**src/design/mtt_pkg.sv**
```systemverilog
// shared types and constants for the move-toward-target block
`timescale 1ns / 1ps
package mtt_pkg;

  localparam int CoordW  = 32;
  localparam int FracB   = 16;
  localparam int DiffW   = CoordW + 1;
  localparam int DistW   = 34;
  localparam int RadW    = 2 * DistW;
  localparam int SqRemW  = DistW + 2;
  localparam int Step0W  = 64 - FracB;
  localparam int ProdW   = DiffW + DistW;
  localparam int QuotW   = DiffW;
  localparam int SqrtN   = DistW;
  localparam int DivN    = QuotW;

  localparam int IdxSum     = 2;
  localparam int IdxSqrtOut = IdxSum + SqrtN;
  localparam int IdxStepOut = IdxSqrtOut + 5;
  localparam int IdxMult    = IdxStepOut + 1;
  localparam int IdxLast    = IdxMult + DivN;

  localparam logic [1:0] CFG_MODE   = 2'd0;
  localparam logic [1:0] CFG_SPEED  = 2'd1;
  localparam logic [1:0] CFG_RADIUS = 2'd2;

  typedef enum logic [1:0] {
    MODE_LINEAR  = 2'd0,
    MODE_DIST    = 2'd1,
    MODE_DIST_SQ = 2'd2
  } move_mode_e;

  typedef struct packed {
    logic [2:0][CoordW-1:0] cur;
    logic [2:0][CoordW-1:0] goal;
    logic [2:0][DiffW-1:0]  absd;
    logic [2:0]             negd;
    logic [31:0]            tstep;
    logic                   snap;
  } mtt_side_t;

endpackage

```
**src/design/mtt_sqrt_cell.sv**
```systemverilog
// one digit of the square root chain
`timescale 1ns / 1ps
module mtt_sqrt_cell
  import mtt_pkg::*;
(
  input  logic              clk_i,
  input  logic              en_i,
  input  logic [RadW-1:0]   rad_i,
  input  logic [SqRemW-1:0] rem_i,
  input  logic [DistW-1:0]  root_i,
  output logic [RadW-1:0]   rad_o,
  output logic [SqRemW-1:0] rem_o,
  output logic [DistW-1:0]  root_o
);

  logic [SqRemW+1:0] part;
  logic [SqRemW+1:0] trial;
  logic              ge;
  logic [RadW-1:0]   rad_d, rad_q;
  logic [SqRemW-1:0] rem_d, rem_q;
  logic [DistW-1:0]  root_d, root_q;

  always_comb begin
    part   = {rem_i, rad_i[RadW-1 -: 2]};
    trial  = {2'b00, root_i, 2'b01};
    ge     = (part >= trial);
    rem_d  = ge ? SqRemW'(part - trial) : SqRemW'(part);
    root_d = {root_i[DistW-2:0], ge};
    rad_d  = {rad_i[RadW-3:0], 2'b00};
  end

  always_ff @(posedge clk_i) begin
    if (en_i) begin
      rad_q  <= rad_d;
      rem_q  <= rem_d;
      root_q <= root_d;
    end
  end

  assign rad_o  = rad_q;
  assign rem_o  = rem_q;
  assign root_o = root_q;

endmodule

```
**config.mk**
```make
export PLATFORM = sky130hd
export DESIGN_NAME = mtt_sqrt_cell
export DESIGN_NICKNAME = d
export VERILOG_FILES = /design/src/design/mtt_pkg.sv /design/src/design/mtt_sqrt_cell.sv
export SDC_FILE = /design/constraint.sdc
export NUM_CORES = 1
export LEC_CHECK = 0
export BUFFER_PORTS_ARGS = -buffer_cell sky130_fd_sc_hd__buf_2
export CAP_MARGIN = 20
export CORE_MARGIN = 4
export CORE_UTILIZATION = 49
export DETAILED_ROUTE_END_ITERATION = 12
export PLACE_DENSITY = 0.81
export SYNTH_ARGS = -nofsm -noshare
export SYNTH_HDL_FRONTEND = slang
export SYNTH_SLANG_ARGS = --single-unit
```
**constraint.sdc**
```tcl
create_clock -name clk_i -period 4.4 [get_ports clk_i]
set_clock_uncertainty 0.1 [all_clocks]
set_input_delay 0.66 -clock clk_i [delete_from_list [all_inputs] [get_ports clk_i]]
set_output_delay 0.66 -clock clk_i [all_outputs]
set_load 0.02 [all_outputs]
```
# [Word-level counts from Yosys, hierarchy flattened]
# Index checks and enable logic that the tools add are counted.
[totals] regBits=136 inputBits=140 out_inout_bits=138 wordCells=6
[classes] add_sub_neg=1 magnitude_cmp=1 muxes=1
[op_table] op="$ge A38 B36 Y1" n=1
[op_table] op="$mux W36" n=1
[op_table] op="$sub A36 B36 Y36" n=1

# [Logic depth before layout (Yosys ltp)]
[depth] depth_word=2 mapped_depth=14 depth_no_buf=11

# [Worst setup path before layout]
# OpenSTA, ideal clock, no wires.
[synth_timing] kind="input to register" start="in root_i[5]" end="reg rem_q[12] (netlist: rem_o[12]) (data pin)" arrival_ns=3.005 t_required_ns=4.038 setup_slack_ns=1.033 cell_stages=11 path_buffers=2 path_cell_list="inv_1 > ha_1 > buf_2 > a2111o_1 > o21ai_2 > o41a_2 > o21ai_2 > a31o_2 > a211oi_4 > buf_6 > mux2_1"
[synth_between] elab_chain_len=2 word_cells_on_any_way=3 cone_classes="1 x add/sub; 1 x order compare; 1 x mux"
[synth_lines] element="start, declared" line="mtt_sqrt_cell.sv:10" source="input logic [DistW-1:0] root_i,"
[synth_lines] element="$sub A36 B36 Y36 / $ge A38 B36 Y1 (equally long branches)" line="mtt_sqrt_cell.sv:27, mtt_sqrt_cell.sv:26"
[synth_lines] element="$mux W36 *" line="mtt_sqrt_cell.sv:27" source="rem_d = ge ? SqRemW'(part - trial) : SqRemW'(part);"
[synth_lines] element="named net rem_d[12]" line="mtt_sqrt_cell.sv:20" source="logic [SqRemW-1:0] rem_d, rem_q;"
[synth_lines] element="end signal, assigned" line="mtt_sqrt_cell.sv:35" source="rem_q <= rem_d;"
[synth_lines] element="end, declared" line="mtt_sqrt_cell.sv:20"
# The timed path passes the listed nets; every way through them passes the cells marked *.
# A chain may end at the register's enable or synchronous reset.

# [Final worst setup path]
[layout_timing] start="in rem_i[5]" end="reg rem_q[22] (netlist: rem_o[22]) (data pin)"
[layout_between] elab_chain_len=2 word_cells_on_any_way=3 cone_classes="1 x add/sub; 1 x order compare; 1 x mux"
[layout_lines] element="start, declared" line="mtt_sqrt_cell.sv:9" source="input logic [SqRemW-1:0] rem_i,"
[layout_lines] element="$sub A36 B36 Y36 / $ge A38 B36 Y1 (equally long branches)" line="mtt_sqrt_cell.sv:27, mtt_sqrt_cell.sv:26"
[layout_lines] element="$mux W36 *" line="mtt_sqrt_cell.sv:27"
[layout_lines] element="named net rem_d[22]" line="mtt_sqrt_cell.sv:20"
# Marks and branches as above.

==> key figures <==
Placed design
  • HPWL reported at the end of detailed placement: about 14000 um
  • Last weighted congestion value of the routability-driven placer: about 0.9
  • Count of input and output buffers: between 200 and 300

Pwr
  • Final total power: 3.88 mW
  • Fraction of power spent switching nets: between 20 and 30%
  • Part of the total power dissipated in sequential elements: 41.7%
  • Part of the power in the clock network: about 37%
  • Leakage power of the design: 3.90 nW
  • NetSw: around 1.1 mW
  • Peak ir drop on the vdd network: 249 uV
  • Power density over the cells: roughly 440 nW/um^2
  • Internal power component: 2.78 mW
  • Relative contribution of combinational cells to total power: between 20% and 30%

Layout
  • Number of nets at the end of the flow: 999
  • Number of antenna diodes: 0
  • Share of cells above drive strength 1: about 40%
  • Utilization of the core after routing: ~66%
  • Area delta synth->final: 31.9%

Route
  • Drt pass-1 iters: 5
  • Via-to-Cell Ratio: between 5 and 6
  • Initial DRC count: about 340
  • Routed Antenna Nets: 0
  • Total via count in the routed design: between 5000 and 6000
  • Wirelength, routed: ~18000 um
  • Remaining DRCs: 0
  • Routed length per placed instance: roughly 18 um

GRT
  • Global route overflow: 0
  • Overall Global Routing Usage: ~23%
  • Largest net degree at the start of global routing: between 100 and 150
  • Via count of the first global-routing pass: 5274
  • Initial antenna violation count: 0
  • First-pass GRT wire length: around 28000 um

Critical path
  • Data required time of the critical path: between 4 and 5 ns
  • Highest-delay cell along the critical path: sky130_fd_sc_hd__a2111o_1
  • Arrival time worst endpoint: between 3 and 4 ns
  • Critical-path cell list: buf_2, ha_1, a2111o_1, o21ai_2, o41a_2, o21ai_2, a31o_2, a211oi_4, buf_4, buf_4, o41ai_1
  • Biggest cell delay along the critical path: around 0.45 ns
  • Crit Path Max Fanout: 21
  • CP startpoint kind: input port
  • Setup crit end kind: flop
  • Worst Path Class, Setup: input port to flop

STA
  • Least-Margin Pin Slew: 0.943 ns
  • Shortest period the worst path allows: approximately 3.4 ns
  • Final hold violation count: 0
  • Setup repair after global routing missed its margin: false
  • Number of max-slew violations in the final report: 0
  • Peak Freq: approximately 300 MHz
  • Remaining max-slew budget at the tightest pin: 37.2%
  • Final period utilization: between 70% and 80%
  • Setup total negative slack: 0 ns
  • Number of setup violations in the final report: 0

Worst hold path
  • Hold crit path type: input port to flop

Clock network
  • TritonCTS clock tree: built
  • Clock-pin slew on the worst setup and hold paths: roughly 0.060 ns
  • Hold Buf Count CTS: 0
  • Number of levels in the clock H-tree: 4
  • Num CTS Buffers: 17
  • Clock root buffer master: sky130_fd_sc_hd__clkbuf_16
  • Clock sink count: ~140
  • Setup Buffers After CTS: 0
  • Longest Clk Path Bufs: 2
  • Post-CTS resize count: 0

Logic synthesis
  • Synth top area cells: sky130_fd_sc_hd__edfxtp_1 (61%), sky130_fd_sc_hd__ha_1 (6.7%), sky130_fd_sc_hd__nand2_1 (3.2%)
  • Syn. warnings: 0
  • Count of cell types in the netlist: 56
  • Register area share after synthesis: between 60% and 70%
  • Most used flip-flop cell after synthesis: sky130_fd_sc_hd__edfxtp_1
  • Number of synthesized flops with an enable pin: between 100 and 150
  • Largest area contributor in the synthesized netlist: sky130_fd_sc_hd__edfxtp_1
  • Gate count after technology mapping: roughly 540
  • Share of flip-flops with an asynchronous set or reset: 0%
  • Post-synthesis register bit count: 136
  • Fraction of synthesized cell area taken by the top area cell type: slightly above 60%
  • Post-Synthesis Mean Instance Area: between 10 and 15 um^2
  • Synthesized cell area: between 6000 and 7000 um^2

Floorplan
  • Overall die height: around 120 um
  • Core area: 13300 um^2
  • I/O Pins: roughly 280
  • Initial core utilization: about half
  • Total die area: 15600 um^2
  • Floorplan row count: 42
  • Chip Width: roughly 120 um

Run status
  • Result of the run: complete, no violations

Run
  • Max capacitance violation total: 0
-- logic make-up after synthesis --
kind of cell	after synthesis	synth area share [%]
compound gates	147	15.0
xor+xnor	30	3.92
fa+ha+maj	36	6.72
buf+inv	60	4.28
flops	136	61.0
mux	4	0.635
other cells	1	0.0560
simple gates	125	8.48
-- power by group through the flow --
stage	sequential (mW)	clock, mW	combinational (mW)
final	1.62	1.45	0.809
after CTS	1.62	1.47	0.812
after global placement	1.64	0	0.791
after global routing	1.63	1.54	0.875
after floorplan	1.82	0	0.330
after detailed placement	1.64	0	0.806
-- per-stage QoR --
stage / std cells / area (um^2) / setup slack [ns] / hold slack (ns)
after global routing: 1012 / 8840 / 0.830 / 0.295
after detailed placement: 980 / 8240 / 0.631 / 0.738
after global placement: 980 / 8240 / 0.748 / 0.736
after floorplan: 540 / 6700 / 1.03 / 0.659
final: 1012 / 8840 / 1.04 / 0.322
after CTS: 1012 / 8840 / 1.06 / 0.307
-- critical path: cells and delay by family --
kind / cells / cell delay (ns)
AO/OA/AOI/OAI: 7 / 1.69
adder cells (fa/ha/maj): 1 / 0.40
buffers and inverters: 3 / 0.66
-- cells in the final DEF, fill, tap and decap left out, types with 22 or more instances in the layout --
master,netlist,layout
sky130_fd_sc_hd__o21ai_2,22,22
sky130_fd_sc_hd__a21oi_1,38,38
sky130_fd_sc_hd__nor2_1,23,23
sky130_fd_sc_hd__ha_1,36,36
sky130_fd_sc_hd__o21ai_0,22,22
sky130_fd_sc_hd__inv_1,44,44
sky130_fd_sc_hd__edfxtp_1,136,136
sky130_fd_sc_hd__buf_2,1,274
sky130_fd_sc_hd__nand2_1,57,57
-- state kept, by name (all words and copies together) (netlist names) --
name,count
rad_o,66
rem_o,36
root_o,34
-- cells in the mapped netlist (4+ instances only) --
cell type / n
sky130_fd_sc_hd__xnor2_1: 17
sky130_fd_sc_hd__nand2b_1: 4
sky130_fd_sc_hd__nor2b_1: 8
sky130_fd_sc_hd__nor2_1: 23
sky130_fd_sc_hd__nand4_1: 6
sky130_fd_sc_hd__a31oi_1: 7
sky130_fd_sc_hd__o21ai_1: 7
sky130_fd_sc_hd__xor2_1: 13
sky130_fd_sc_hd__inv_1: 44
sky130_fd_sc_hd__o21ai_2: 22
sky130_fd_sc_hd__buf_4: 5
sky130_fd_sc_hd__nor3_1: 6
sky130_fd_sc_hd__a21o_1: 14
sky130_fd_sc_hd__o21ai_0: 22
sky130_fd_sc_hd__edfxtp_1: 136
sky130_fd_sc_hd__nand3_1: 9
sky130_fd_sc_hd__nand2_1: 57
sky130_fd_sc_hd__clkbuf_1: 6
sky130_fd_sc_hd__a21oi_1: 38
sky130_fd_sc_hd__o21a_1: 5
sky130_fd_sc_hd__ha_1: 36
sky130_fd_sc_hd__o21bai_1: 4
-- cell type report --
class,instances,area (um^2)
clock buffers,18,429
clock inverters,14,173
fillers,982,4460
inverters,44,165
multi-input cells,344,2330
flip-flops and latches,136,4080
well taps,176,220
repair buffers,280,1430
-- metal layers --
layer,GRT usage (%),vias up,part of all wire [%]
met2,41.7,239,52
met5,0,-,0
met1,26.7,2526,38
met4,5.74,0,1.7
li1,-,2570,-
met3,7.29,24,7.9
-- worst paths after layout --
check,from,to,depth (start not counted)
worst min-delay path,rad_i[7],rad_o[9]$_DFFE_PP_,1
worst max-delay path,rem_i[5],rem_o[22]$_DFFE_PP_,11
No activity file was read; power rests on OpenSTA's default activity.
