<file path="src/design/mtt_pkg.sv">
// shared types and constants for the move-toward-target block
`timescale 1ns / 1ps
package mtt_pkg;

  localparam int CoordW  = 32;
  localparam int FracB   = 16;
  localparam int DiffW   = CoordW + 1;
  localparam int DistW   = 34;
  localparam int RadW    = 2 * DistW;
  localparam int SqRemW  = DistW + 2;
  localparam int Step0W  = 64 - FracB;
  localparam int ProdW   = DiffW + DistW;
  localparam int QuotW   = DiffW;
  localparam int SqrtN   = DistW;
  localparam int DivN    = QuotW;

  localparam int IdxSum     = 2;
  localparam int IdxSqrtOut = IdxSum + SqrtN;
  localparam int IdxStepOut = IdxSqrtOut + 5;
  localparam int IdxMult    = IdxStepOut + 1;
  localparam int IdxLast    = IdxMult + DivN;

  localparam logic [1:0] CFG_MODE   = 2'd0;
  localparam logic [1:0] CFG_SPEED  = 2'd1;
  localparam logic [1:0] CFG_RADIUS = 2'd2;

  typedef enum logic [1:0] {
    MODE_LINEAR  = 2'd0,
    MODE_DIST    = 2'd1,
    MODE_DIST_SQ = 2'd2
  } move_mode_e;

  typedef struct packed {
    logic [2:0][CoordW-1:0] cur;
    logic [2:0][CoordW-1:0] goal;
    logic [2:0][DiffW-1:0]  absd;
    logic [2:0]             negd;
    logic [31:0]            tstep;
    logic                   snap;
  } mtt_side_t;

endpackage

</file>
<file path="src/design/mtt_div_cell.sv">
// one quotient bit of the offset divider chain
`timescale 1ns / 1ps
module mtt_div_cell
  import mtt_pkg::*;
(
  input  logic             clk_i,
  input  logic             en_i,
  input  logic [DistW-1:0] rem_i,
  input  logic [QuotW-1:0] nb_i,
  input  logic [QuotW-1:0] q_i,
  input  logic [DistW-1:0] dist_i,
  output logic [DistW-1:0] rem_o,
  output logic [QuotW-1:0] nb_o,
  output logic [QuotW-1:0] q_o,
  output logic [DistW-1:0] dist_o
);

  logic [DistW:0]   part;
  logic             ge;
  logic [DistW-1:0] rem_q, dist_q;
  logic [QuotW-1:0] nb_q, q_q;

  always_comb begin
    part = {rem_i, nb_i[QuotW-1]};
    ge   = (part >= {1'b0, dist_i});
  end

  always_ff @(posedge clk_i) begin
    if (en_i) begin
      rem_q  <= ge ? DistW'(part - {1'b0, dist_i}) : DistW'(part);
      q_q    <= {q_i[QuotW-2:0], ge};
      nb_q   <= {nb_i[QuotW-2:0], 1'b0};
      dist_q <= dist_i;
    end
  end

  assign rem_o  = rem_q;
  assign nb_o   = nb_q;
  assign q_o    = q_q;
  assign dist_o = dist_q;

endmodule

</file>
<file path="config.mk">
export PLATFORM = sky130hd
export DESIGN_NAME = mtt_div_cell
export DESIGN_NICKNAME = d
export VERILOG_FILES = /design/src/design/mtt_pkg.sv /design/src/design/mtt_div_cell.sv
export SDC_FILE = /design/constraint.sdc
export NUM_CORES = 1
export LEC_CHECK = 0
export BUFFER_PORTS_ARGS = -buffer_cell sky130_fd_sc_hd__buf_2
export CORE_UTILIZATION = 35
export DETAILED_ROUTE_END_ITERATION = 12
export PLACE_DENSITY = 0.64
export SLEW_MARGIN = 40
export SYNTH_ARGS = -nofsm -noshare
export SYNTH_HDL_FRONTEND = slang
export SYNTH_SLANG_ARGS = --single-unit
</file>
<file path="constraint.sdc">
create_clock -name clk_i -period 4.2 [get_ports clk_i]
set_input_delay 0.63 -clock clk_i [delete_from_list [all_inputs] [get_ports clk_i]]
set_output_delay 0.63 -clock clk_i [all_outputs]
set_load 0.05 [all_outputs]
</file>
After elaboration in Yosys (flattened, before gate mapping)
Index checks and enable logic that the tools add are counted.
{"block": "op_classes", "addsub": 1, "order_cmp": 1, "n_mux": 1}
{"cell": "$ge 35x34->1", "n": 1}
{"cell": "$mux 34", "n": 1}
{"cell": "$sub 34x34->34", "n": 1}
{"block": "totals", "register_bits": 133, "input_bits": 136, "out_inout_bits": 134, "wordCells": 7}

Logic depth before layout (Yosys ltp)
Gate-level depths: netlist of run 1.
{"block": "logic_depth", "word_depth": 2, "mapped_depth": 13}

Least setup slack after synthesis of run 1
OpenSTA, ideal clock, no wires.
{"block": "synth_timing", "path_type": "input to register", "start": "in nb_i[32]", "end": "reg rem_q[32], in the netlist rem_o[32], data pin", "setup_time_ns": 0.255, "arrival_ns": 2.854, "slack_ns": 1.091, "cell_stages": 12, "n_path_buf": 0, "cell_sequence": "inv_1 -> ha_1 -> inv_1 -> fa_1 -> a21oi_1 -> o211ai_1 -> a211oi_2 -> o22ai_1 -> o2111ai_1 -> a41oi_1 -> or3_1 -> a31o_1"}
{"block": "synth_between", "elab_chain_cells": 2, "elab_cells_between_ends": 3, "classes_between": "add/sub: 1; order compare: 1; mux: 1"}
{"item": "from (decl)", "line": "mtt_div_cell.sv:9", "text": "input logic [QuotW-1:0] nb_i,"}
{"item": "$sub 34x34->34 / $ge 35x34->1 (equally long branches)", "line": "mtt_div_cell.sv:30, mtt_div_cell.sv:25"}
{"item": "$mux 34 (*)", "line": "mtt_div_cell.sv:30", "text": "rem_q <= ge ? DistW'(part - {1'b0, dist_i}) : DistW'(part);"}
{"item": "to (signal assigned)", "line": "mtt_div_cell.sv:30"}
{"item": "to (decl)", "line": "mtt_div_cell.sv:20", "text": "logic [DistW-1:0] rem_q, dist_q;"}
Mark *: on every way between the ends. The rest lies on a longest branch, timed or not.
A chain may end at the register's enable or synchronous reset.

Worst setup path in the final report of run 1
Ends and elaborated chain as after synthesis.

==> impl_metrics.tcl, run 1 <==
set metrics [dict create \
    multi_input_area_um2 2110 \
    yosys.area_share.adder_pct 6.98 \
    syn2layout_area_growth_pct 34.0 \
    ys_seq_area_share_pct 62.6 \
    startpoint_type "primary input" \
    port_buffers 267 \
    min_path_type "in -> reg" \
    syn_avg_cell_area_um2 12.4 \
    cellLeakagePower_nw 3.73 \
    postSynthCellCount 514 \
    synth_fp_nets 685 \
    die_w_um 137 \
    ys_top_cells_by_area "edfxtp_1 63%, ha_1 6.7%, o21ai_0 3.5%" \
    period_needed_ns 3.12 \
    setup_tns_ns 0 \
    min_to "q_o[22]$_DFFE_PP_" \
    seqPwrFrac_pct 38.9 \
    cts.clk_slew.worst_paths_ns 0.06 \
    cts_setup_buffers 0 \
    worstHoldStart "q_i[21]" \
    grt_usage_pct 17.3 \
    max_freq_mhz 321 \
    synthMuxAreaShare_pct 0.706 \
    arrival_ns 3.27 \
    drv_cap 0 \
    postRouteWirelength_mm 16.8 \
    crit_fanout 4 \
    first_global_vias 4733 \
    grtUsageMet3_pct 5.96 \
    post-synth-top-area-fraction_pct 62.6 \
    clock_sinks 133 \
    synth_top_cell_by_area "edfxtp_1" \
    worstSetupEndpointType "register" \
    use_met2_pct 30.2 \
    swShare_pct 33.1 \
    internal-power_mw 2.84 \
    gp_congestion 0.805 \
    hold_violations 0 \
    ys_warn_count 0 \
    slew_headroom_pct 47.4 \
    vias_per_cell 4.81 \
    dp.cells 989 \
    core_um2 17500 \
    max-clock-path-buffers 2 \
    synth-xor-area-share_pct 3.98 \
    asyncSetResetFlopFracSynth_pct 0 \
    drive_above_1_share_pct 39.6 \
    drt-initial-drc-count 150 \
    worst_pin_slew_ns 0.789 \
    drc 0 \
    n_fill_cell 1630 \
    die_area_um2 18800 \
    rows 48 \
    rsz0062_at_grt "no" \
    regArea_um2 3990 \
    status "completed" \
    nNetsFinal 954 \
    synth_top_family_by_area "compound AO/OA/AOI/OAI gates" \
    setup_viol 0 \
    hold_buffers 0 \
    antenna_found_initial 4 \
    p_per_area_nw_per_um2 498 \
    p_sw_mw 1.41 \
    clkPwrFrac_pct 36.2 \
    num_vias 4910 \
    period_share_pct 74.2 \
    ys_types 57 \
    grt_pass1_wl_mm 24.1 \
    slew_viol_final 0 \
    grt_overflow 0 \
    antenna_left 0 \
    ys_ff_latch 133 \
    syn-cell-area_um2 6380 \
    start_util_pct 36.4 \
    final_cells 1021 \
    busiest_layer "met2" \
    crit_type "in -> reg" \
    synth_edf_count 133 \
    cts_resized 0 \
    synthFlopType "edfxtp_1" \
    met1_usage_pct 19.6 \
    irDropWorstVdd_v 0.000286 \
    htree_levels 4 \
    io_pins 270 \
    hpwl_mm 12.9 \
    numCtsBuffers 17 \
    cts_tree "done" \
    grt_max_degree 102 \
    cts-root-buf "clkbuf_16" \
    wl_per_cell_um 16.4 \
    synth_simple_gate_area_share_pct 8.36 \
    cp.required_ns 4.36 \
    synth-compound-area-share_pct 12.9 \
    combPwrFrac_pct 25.0 \
    holdPathStages 1 \
    first_pass_iters 4 \
    die_y_um 137 \
]
==> metrics by stage <==
step	power [mW]	area [µm²]	util (%)	setup slack, ns	hold WS, ns
floorplan	2.45	6380	-	1.09	0.729
global placement	2.74	7930	45.2	0.682	0.807
detailed placement	2.75	7940	45.3	0.671	0.808
CTS	4.30	8540	48.7	1.10	0.370
global route	4.42	8540	48.7	0.923	0.371
finish	4.25	8540	48.7	1.08	0.393
==> critical path, cell delays in order <==
cell	delay [ns]
buf_2	0.11
inv_1	0.05
ha_1	0.15
inv_1	0.05
fa_1	0.40
a21oi_1	0.24
o211ai_1	0.22
a211oi_2	0.22
buf_4	0.17
o22ai_1	0.12
o2111ai_1	0.20
a41oi_1	0.16
or3_1	0.33
a31o_1	0.22
==> worst max path at each step <==
stage	start	end	slack, ns	cells after the start
5_1_grt	nb_i[32]	rem_o[32]$_DFFE_PP_	0.92	14
3_5_place_dp	nb_i[32]	rem_o[32]$_DFFE_PP_	0.67	14
4_1_cts	nb_i[32]	rem_o[32]$_DFFE_PP_	1.10	14
6_report	nb_i[32]	rem_o[32]$_DFFE_PP_	1.08	14
2_1_floorplan	nb_i[32]	rem_o[32]$_DFFE_PP_	1.09	12
3_3_place_gp	nb_i[32]	rem_o[32]$_DFFE_PP_	0.68	14
==> metal layers <==
metal | up-vias | share of wire (%)
met3 | 22 | 9.8
met2 | 199 | 49
met4 | 4 | 1.3
li1 | 2431 | -
met1 | 2254 | 40
met5 | - | 0.16
==> layout make-up <==
type / instances / area share [%]
flip-flops and latches: 133 / 46.7
multi-input cells: 317 / 24.7
repair buffers: 272 / 16.3
clock buffers: 17 / 4.98
well taps: 225 / 3.29
clock inverters: 14 / 2.09
inverters: 42 / 1.85
diodes: 1 / 0.0293
==> Yosys cell counts, types with 2 or more instances <==
cell type  count
nor4_1         2
xor2_1        13
buf_4          4
clkbuf_2       3
a211oi_1       3
a21oi_2        2
o21bai_1       4
edfxtp_1     133
or3_1          3
o21ai_1        4
and2_1         4
o21ai_0       44
and3_1         3
xnor2_1       16
nand2_1       52
a31oi_1        3
clkbuf_1       9
o21a_1         3
a21oi_1       32
buf_2          4
nand4_1        9
o211ai_1       4
o31ai_1        4
mux2_2         3
inv_1         41
nor3_1         6
ha_1          34
a21o_1        11
nor2_1        22
nand3_1        7
nor2b_1        2
a221oi_1       2
nand2b_1       4
==> cell usage in the layout, fill, tap and decap left out, types with 3 or more instances in the layout <==
cell       synthesis  final
a211oi_1           3      3
a21o_1            11     11
a21oi_1           32     32
a31oi_1            3      3
and2_1             4      4
and3_1             3      3
buf_2              4    266
buf_4              4      4
bufinv_16          0      3
clkbuf_16          0     17
clkinv_4           0      5
edfxtp_1         133    133
ha_1              34     34
inv_1             41     41
mux2_2             3      3
nand2_1           52     52
nand2b_1           4      4
nand3_1            7      7
nand4_1            9      9
nor2_1            22     22
nor3_1             6      6
o211ai_1           4      4
o21a_1             3      3
o21ai_0           44     44
o21ai_1            4      4
o21bai_1           4      4
o31ai_1            4      4
or3_1              3      3
xnor2_1           16     16
xor2_1            13     13
==> flip-flops by register name, indices dropped and copies added (netlist names) <==
signal	cells
dist_o	34
q_o	33
nb_o	32
rem_o	34
==> power by group through the flow <==
stage	clock [mW]	sequential, mW	combinational, mW
2_1_floorplan	0	2.15	0.301
3_3_place_gp	0	1.68	1.06
3_5_place_dp	0	1.68	1.07
4_1_cts	1.57	1.65	1.07
5_1_grt	1.62	1.66	1.14
6_report	1.54	1.65	1.06
==> logic make-up after synthesis <==
kind of cell             Yosys count
flip-flops                       133
AO/OA/AOI/OAI                    131
other                              1
multiplexers                       4
buffers and inverters             64
AND/OR/NAND/NOR                  117
adder cells (fa/ha/maj)           35
XOR/XNOR                          29
Note: power is estimated with default switching activity, not from simulation.
==> run 2, diff against run 1 <==
--- a/config.mk
+++ b/config.mk
@@ -8,7 +8,7 @@
 export BUFFER_PORTS_ARGS = -buffer_cell sky130_fd_sc_hd__buf_2
 export CORE_UTILIZATION = 35
 export DETAILED_ROUTE_END_ITERATION = 12
-export PLACE_DENSITY = 0.64
+export PLACE_DENSITY = 0.66
 export SLEW_MARGIN = 40
 export SYNTH_ARGS = -nofsm -noshare
 export SYNTH_HDL_FRONTEND = slang
==> constraint.sdc (replaced) <==
create_clock -name clk_i -period 2.6 [get_ports clk_i]
set_input_delay 0.39 -clock clk_i [delete_from_list [all_inputs] [get_ports clk_i]]
set_output_delay 0.39 -clock clk_i [all_outputs]
set_load 0.05 [all_outputs]
==> run 2 against run 1 <==
Compared with the run above: clock power rose by 56%; cell count rose by 10%; combinational power rose by 85%; routed wire length rose by 7.0%; final area rose by 11%; die area did not move.
==> impl_metrics.tcl, run 2 (same netlist as run 1, synthesis figures left out) <==
set metrics [dict create \
    start_util_pct 36.4 \
    drive_above_1_share_pct 48.7 \
    cts-root-buf "clkbuf_16" \
    drv_cap 0 \
    use_met2_pct 35.0 \
    status "completed" \
    drc 0 \
    setup_viol 0 \
    cp.required_ns 2.77 \
    antenna_found_initial 3 \
    port_buffers 267 \
    multi_input_area_um2 2220 \
    irDropWorstVdd_v 0.000469 \
    grt_overflow 0 \
    grtUsageMet3_pct 4.78 \
    grt_pass1_wl_mm 26.3 \
    seqPwrFrac_pct 38.0 \
    combPwrFrac_pct 27.9 \
    cts_tree "done" \
    final_cell_mix "265 x buf_2, 133 x edfxtp_1, 103 x buf_4" \
    rsz0062_at_grt "yes" \
    wl_per_cell_um 15.9 \
    cts.clk_slew.worst_paths_ns 0.07 \
    die_w_um 137 \
    min_path_type "in -> reg" \
    slowest_stage "fa_2" \
    busiest_layer "met2" \
    syn2layout_area_growth_pct 48.6 \
    clock_sinks 133 \
    period_share_pct 97.0 \
    path_cells "buf_12, inv_12, ha_4, inv_2, fa_2, a21oi_2, o211ai_1, a211oi_2, o22ai_2, o2111ai_2, a41oi_2, or3_1, a31o_1" \
    htree_levels 4 \
    final_common_cell "buf_2" \
    vias_per_cell 4.73 \
    clkPwrFrac_pct 34.1 \
    crit_type "in -> reg" \
    max_freq_mhz 396 \
    antenna_left 0 \
    stdcell_area_um2 9480 \
    internal-power_mw 4.62 \
    cellLeakagePower_nw 4.24 \
    first_pass_iters 4 \
    die_y_um 137 \
    startpoint_type "primary input" \
    slew_viol_final 0 \
    period_needed_ns 2.52 \
    nNetsFinal 1056 \
    first_global_vias 5224 \
    arrival_ns 2.69 \
    hpwl_mm 14.2 \
    num_vias 5326 \
    cpPeakStageDelay_ns 0.35 \
    drt-initial-drc-count 174 \
    n_fill_cell 1572 \
    regArea_um2 3990 \
    startpoint "nb_i[32]" \
    numCtsBuffers 17 \
    worstSetupEndpointType "register" \
    endpoint "rem_o[32]$_DFFE_PP_" \
    die_area_um2 18800 \
    hold_violations 0 \
    core_um2 17500 \
    swShare_pct 34.3 \
    met1_usage_pct 21.0 \
    p_sw_mw 2.41 \
    holdWs_ns 0.143 \
    p_per_area_nw_per_um2 741 \
    crit_fanout 2 \
    rows 48 \
    placed_cell_area_um2 8820 \
    grt_usage_pct 18.8 \
    max-clock-path-buffers 2 \
    gp_congestion 0.844 \
    io_pins 270 \
    postRouteWirelength_mm 18.0 \
    grt_max_degree 64 \
]
-- run 2: cell type report --
type                            count  area share (%)
Antenna cell                        3          0.0792
Clock buffer                       17            4.49
Clock inverter                     15            1.70
Inverter                           42            1.82
Multi-Input combinational cell    317            23.5
Sequential cell                   133            42.1
Tap cell                          225            2.97
Timing Repair Buffer              374            23.3
-- run 2: power by group through the flow --
stage / Clock, mW / Sequential [mW] / Combinational (mW)
2_1_floorplan: 0 / 3.47 / 0.516
3_3_place_gp: 0 / 2.72 / 1.93
3_5_place_dp: 0 / 2.72 / 1.95
4_1_cts: 2.46 / 2.67 / 1.97
5_1_grt: 2.54 / 2.69 / 2.09
6_report: 2.40 / 2.67 / 1.96
-- run 2: repair_timing --
action / CTS / global route
pin swaps: 8 / 5
setup buffers: 2 / 1
hold buffers: 0 / 0
endpoints found under the setup margin: 1 / 5
resized for setup: 1 / 8
-- run 2: critical path, delay by kind of cell --
family	cells	cell delay, ns
adder cells (fa/ha/maj)	2	0.46
AND/OR/NAND/NOR	1	0.32
buffers and inverters	3	0.18
AO/OA/AOI/OAI	7	1.35
-- run 2: metrics by stage --
step | cells | setup WS (ns) | total power [mW] | utilization (%) | TNS (ns)
2_1_floorplan | 514 | -0.201 | 3.99 | - | -0.248
3_3_place_gp | 1088 | -0.517 | 4.65 | 50.3 | -7.74
3_5_place_dp | 1088 | -0.599 | 4.67 | 50.3 | -8.92
4_1_cts | 1122 | 0.0443 | 7.10 | 53.8 | 0
5_1_grt | 1125 | -0.0257 | 7.32 | 54.0 | -0.0257
6_report | 1126 | 0.0777 | 7.02 | 54.0 | 0
-- run 2: metal layers --
| metal | part of all wire, % | vias up |
|---|---|---|
| met3 | 7.5 | 12 |
| li1 | - | 2648 |
| met1 | 40 | 2492 |
| met2 | 52 | 174 |
| met4 | 0.96 | 0 |
| met5 | 0 | - |
-- run 2: worst min path at each step --
stage	from	to	slack [ns]	cells after the start
2_1_floorplan	dist_i[0]	dist_o[0]$_DFFE_PP_	0.49	0
3_5_place_dp	q_i[17]	q_o[18]$_DFFE_PP_	0.57	1
4_1_cts	q_i[4]	q_o[5]$_DFFE_PP_	0.13	1
5_1_grt	q_i[12]	q_o[13]$_DFFE_PP_	0.13	1
3_3_place_gp	nb_i[13]	nb_o[14]$_DFFE_PP_	0.57	1
6_report	q_i[4]	q_o[5]$_DFFE_PP_	0.14	1
==> run 3, diff against run 2 <==
--- a/config.mk
+++ b/config.mk
@@ -6,9 +6,11 @@
 export NUM_CORES = 1
 export LEC_CHECK = 0
 export BUFFER_PORTS_ARGS = -buffer_cell sky130_fd_sc_hd__buf_2
-export CORE_UTILIZATION = 35
+export CELL_PAD_IN_SITES_DETAIL_PLACEMENT = 0
+export CELL_PAD_IN_SITES_GLOBAL_PLACEMENT = 1
+export CORE_UTILIZATION = 33
 export DETAILED_ROUTE_END_ITERATION = 12
-export PLACE_DENSITY = 0.66
+export PLACE_DENSITY = 0.78
 export SLEW_MARGIN = 40
 export SYNTH_ARGS = -nofsm -noshare
 export SYNTH_HDL_FRONTEND = slang
==> run 3 against run 2 <==
Compared with the run above: count of clock-buffer cells in the layout is 1 higher; clock power up 2%; sequential share of layout area is 0.60 points lower; first-iteration DRC count grew 49%; total power grew 1.0%; cell count up 3.6%; sequential cell count unchanged; die area increased by 6.0%; maximum frequency shrank 2.0%; critical path depth is 1 higher; non-clock buffer count rose by 7; core utilization shrank 3.0 points; critical path type unchanged; critical endpoint unchanged; largest cell class unchanged; highest routed layer is now met5.
==> impl_metrics.tcl, run 3 (same netlist as run 1, synthesis figures left out) <==
set metrics [dict create \
    final_cell_mix "265 x buf_2, 133 x edfxtp_1, 109 x buf_4" \
    grt_overflow 0 \
    arrival_ns 2.75 \
    crit_fanout 2 \
    holdPathStages 1 \
    postRouteWirelength_mm 17.7 \
    period_needed_ns 2.57 \
    core_um2 18800 \
    cellLeakagePower_nw 4.28 \
    port_buffers 267 \
    post-route-util_pct 51.1 \
    hpwl_mm 14.0 \
    wl_per_cell_um 15.2 \
    worstSetupEndpointType "register" \
    io_pins 270 \
    startpoint_type "primary input" \
    hold_violations 0 \
    irDropWorstVdd_v 0.000455 \
    regArea_um2 3990 \
    antenna_left 0 \
    crit_type "in -> reg" \
    hold_buffers 0 \
    cp.required_ns 2.77 \
    p_per_area_nw_per_um2 738 \
    die_area_um2 19900 \
    worstHoldStart "q_i[4]" \
    vias_per_cell 4.48 \
    drive_above_1_share_pct 49.1 \
    die_y_um 141 \
    cts.clk_slew.worst_paths_ns 0.06 \
    rows 50 \
    slew_viol_final 0 \
    first_pass_iters 4 \
    cts_tree "done" \
    final_common_cell "buf_2" \
    setup_ws_ns 0.0263 \
    first_global_vias 5102 \
    clock_sinks 133 \
    setup_viol 0 \
    nNetsFinal 1063 \
    drc 0 \
    num_vias 5228 \
    start_util_pct 33.9 \
    max-clock-path-buffers 2 \
    syn2layout_area_growth_pct 50.8 \
    n_fill_cell 1664 \
    max_freq_mhz 389 \
    min_to "q_o[5]$_DFFE_PP_" \
    min_path_type "in -> reg" \
    drt-initial-drc-count 260 \
    period_share_pct 99.0 \
    cts-root-buf "clkbuf_16" \
    status "completed" \
    antenna_found_initial 1 \
    drv_cap 0 \
    gp_congestion 0.839 \
    grt_max_degree 50 \
    multi_input_area_um2 2250 \
    rsz0062_at_grt "yes" \
    htree_levels 4 \
    dp_slack_ns -0.589 \
    grt_pass1_wl_mm 26.7 \
    numCtsBuffers 17 \
    grt_usage_pct 18.0 \
    die_w_um 141 \
]
run 3: layout make-up:
| type | instances | share of cell area (%) |
|---|---|---|
| inverter | 42 | 1.80 |
| tap | 260 | 3.38 |
| sequential | 133 | 41.5 |
| clock inverter | 14 | 1.73 |
| clock buffer | 18 | 4.46 |
| timing repair buffer | 381 | 23.7 |
| multi-input combinational | 317 | 23.4 |
| antenna | 1 | 0.0260 |
run 3: what timing repair did:
action | 4_1_cts | 5_1_grt
endpoints found under the setup margin | 2 | 28
setup buffers | 2 | 1
gates resized for setup | 2 | 12
pin swaps | 2 | 8
run 3: worst max-delay path, cell delays in order:
cell       delay, ns
buf_12          0.11
inv_12          0.04
ha_4            0.12
inv_2           0.03
fa_2            0.35
a21oi_2         0.19
o211ai_1        0.17
a211oi_2        0.23
buf_4           0.16
o22ai_4         0.06
o2111ai_2       0.18
a41oi_2         0.15
or3_1           0.38
a31o_1          0.17
run 3: routing by layer:
layer	part of all wire [%]	global-route usage, %	wire length, µm	vias to the layer above
met5	0.034	0	6	-
met4	2.0	6.81	354	2
met3	6.1	4.89	1090	22
met2	52	33.3	9220	170
met1	40	19.4	7040	2382
li1	-	-	-	2652
run 3: worst max path at each step:
stage,slack [ns],startpoint,depth (start not counted),endpoint
2_1_floorplan,-0.20,nb_i[32],12,rem_o[32]$_DFFE_PP_
3_3_place_gp,-0.52,nb_i[32],13,rem_o[32]$_DFFE_PP_
3_5_place_dp,-0.59,nb_i[32],13,rem_o[32]$_DFFE_PP_
4_1_cts,-0.01,nb_i[32],14,rem_o[32]$_DFFE_PP_
5_1_grt,-0.1,nb_i[32],14,rem_o[32]$_DFFE_PP_
6_report,0.03,nb_i[32],14,rem_o[32]$_DFFE_PP_
run 3: where the power goes:
part | switching [mW] | internal (mW) | total [mW] | leakage, nW
Sequential | 0.0470 | 2.62 | 2.66 | 1.30
Combinational | 1.32 | 0.658 | 1.98 | 2.70
Clock | 1.01 | 1.44 | 2.45 | 0.282
Total | 2.38 | 4.72 | 7.10 | 4.28
run 3: per-stage QoR:
stage          cell area (µm²)  setup TNS, ns  hold WS, ns  std cells  total power, mW
2_1_floorplan             6510         -0.248        0.489        514             3.99
3_5_place_dp              8930          -9.92        0.568       1130             4.69
5_1_grt                   9610        -0.0961        0.119       1166             7.38
3_3_place_gp              8930         -10.18        0.566       1130             4.67
6_report                  9610              0        0.141       1166             7.10
4_1_cts                   9550        -0.0121        0.125       1164             7.16
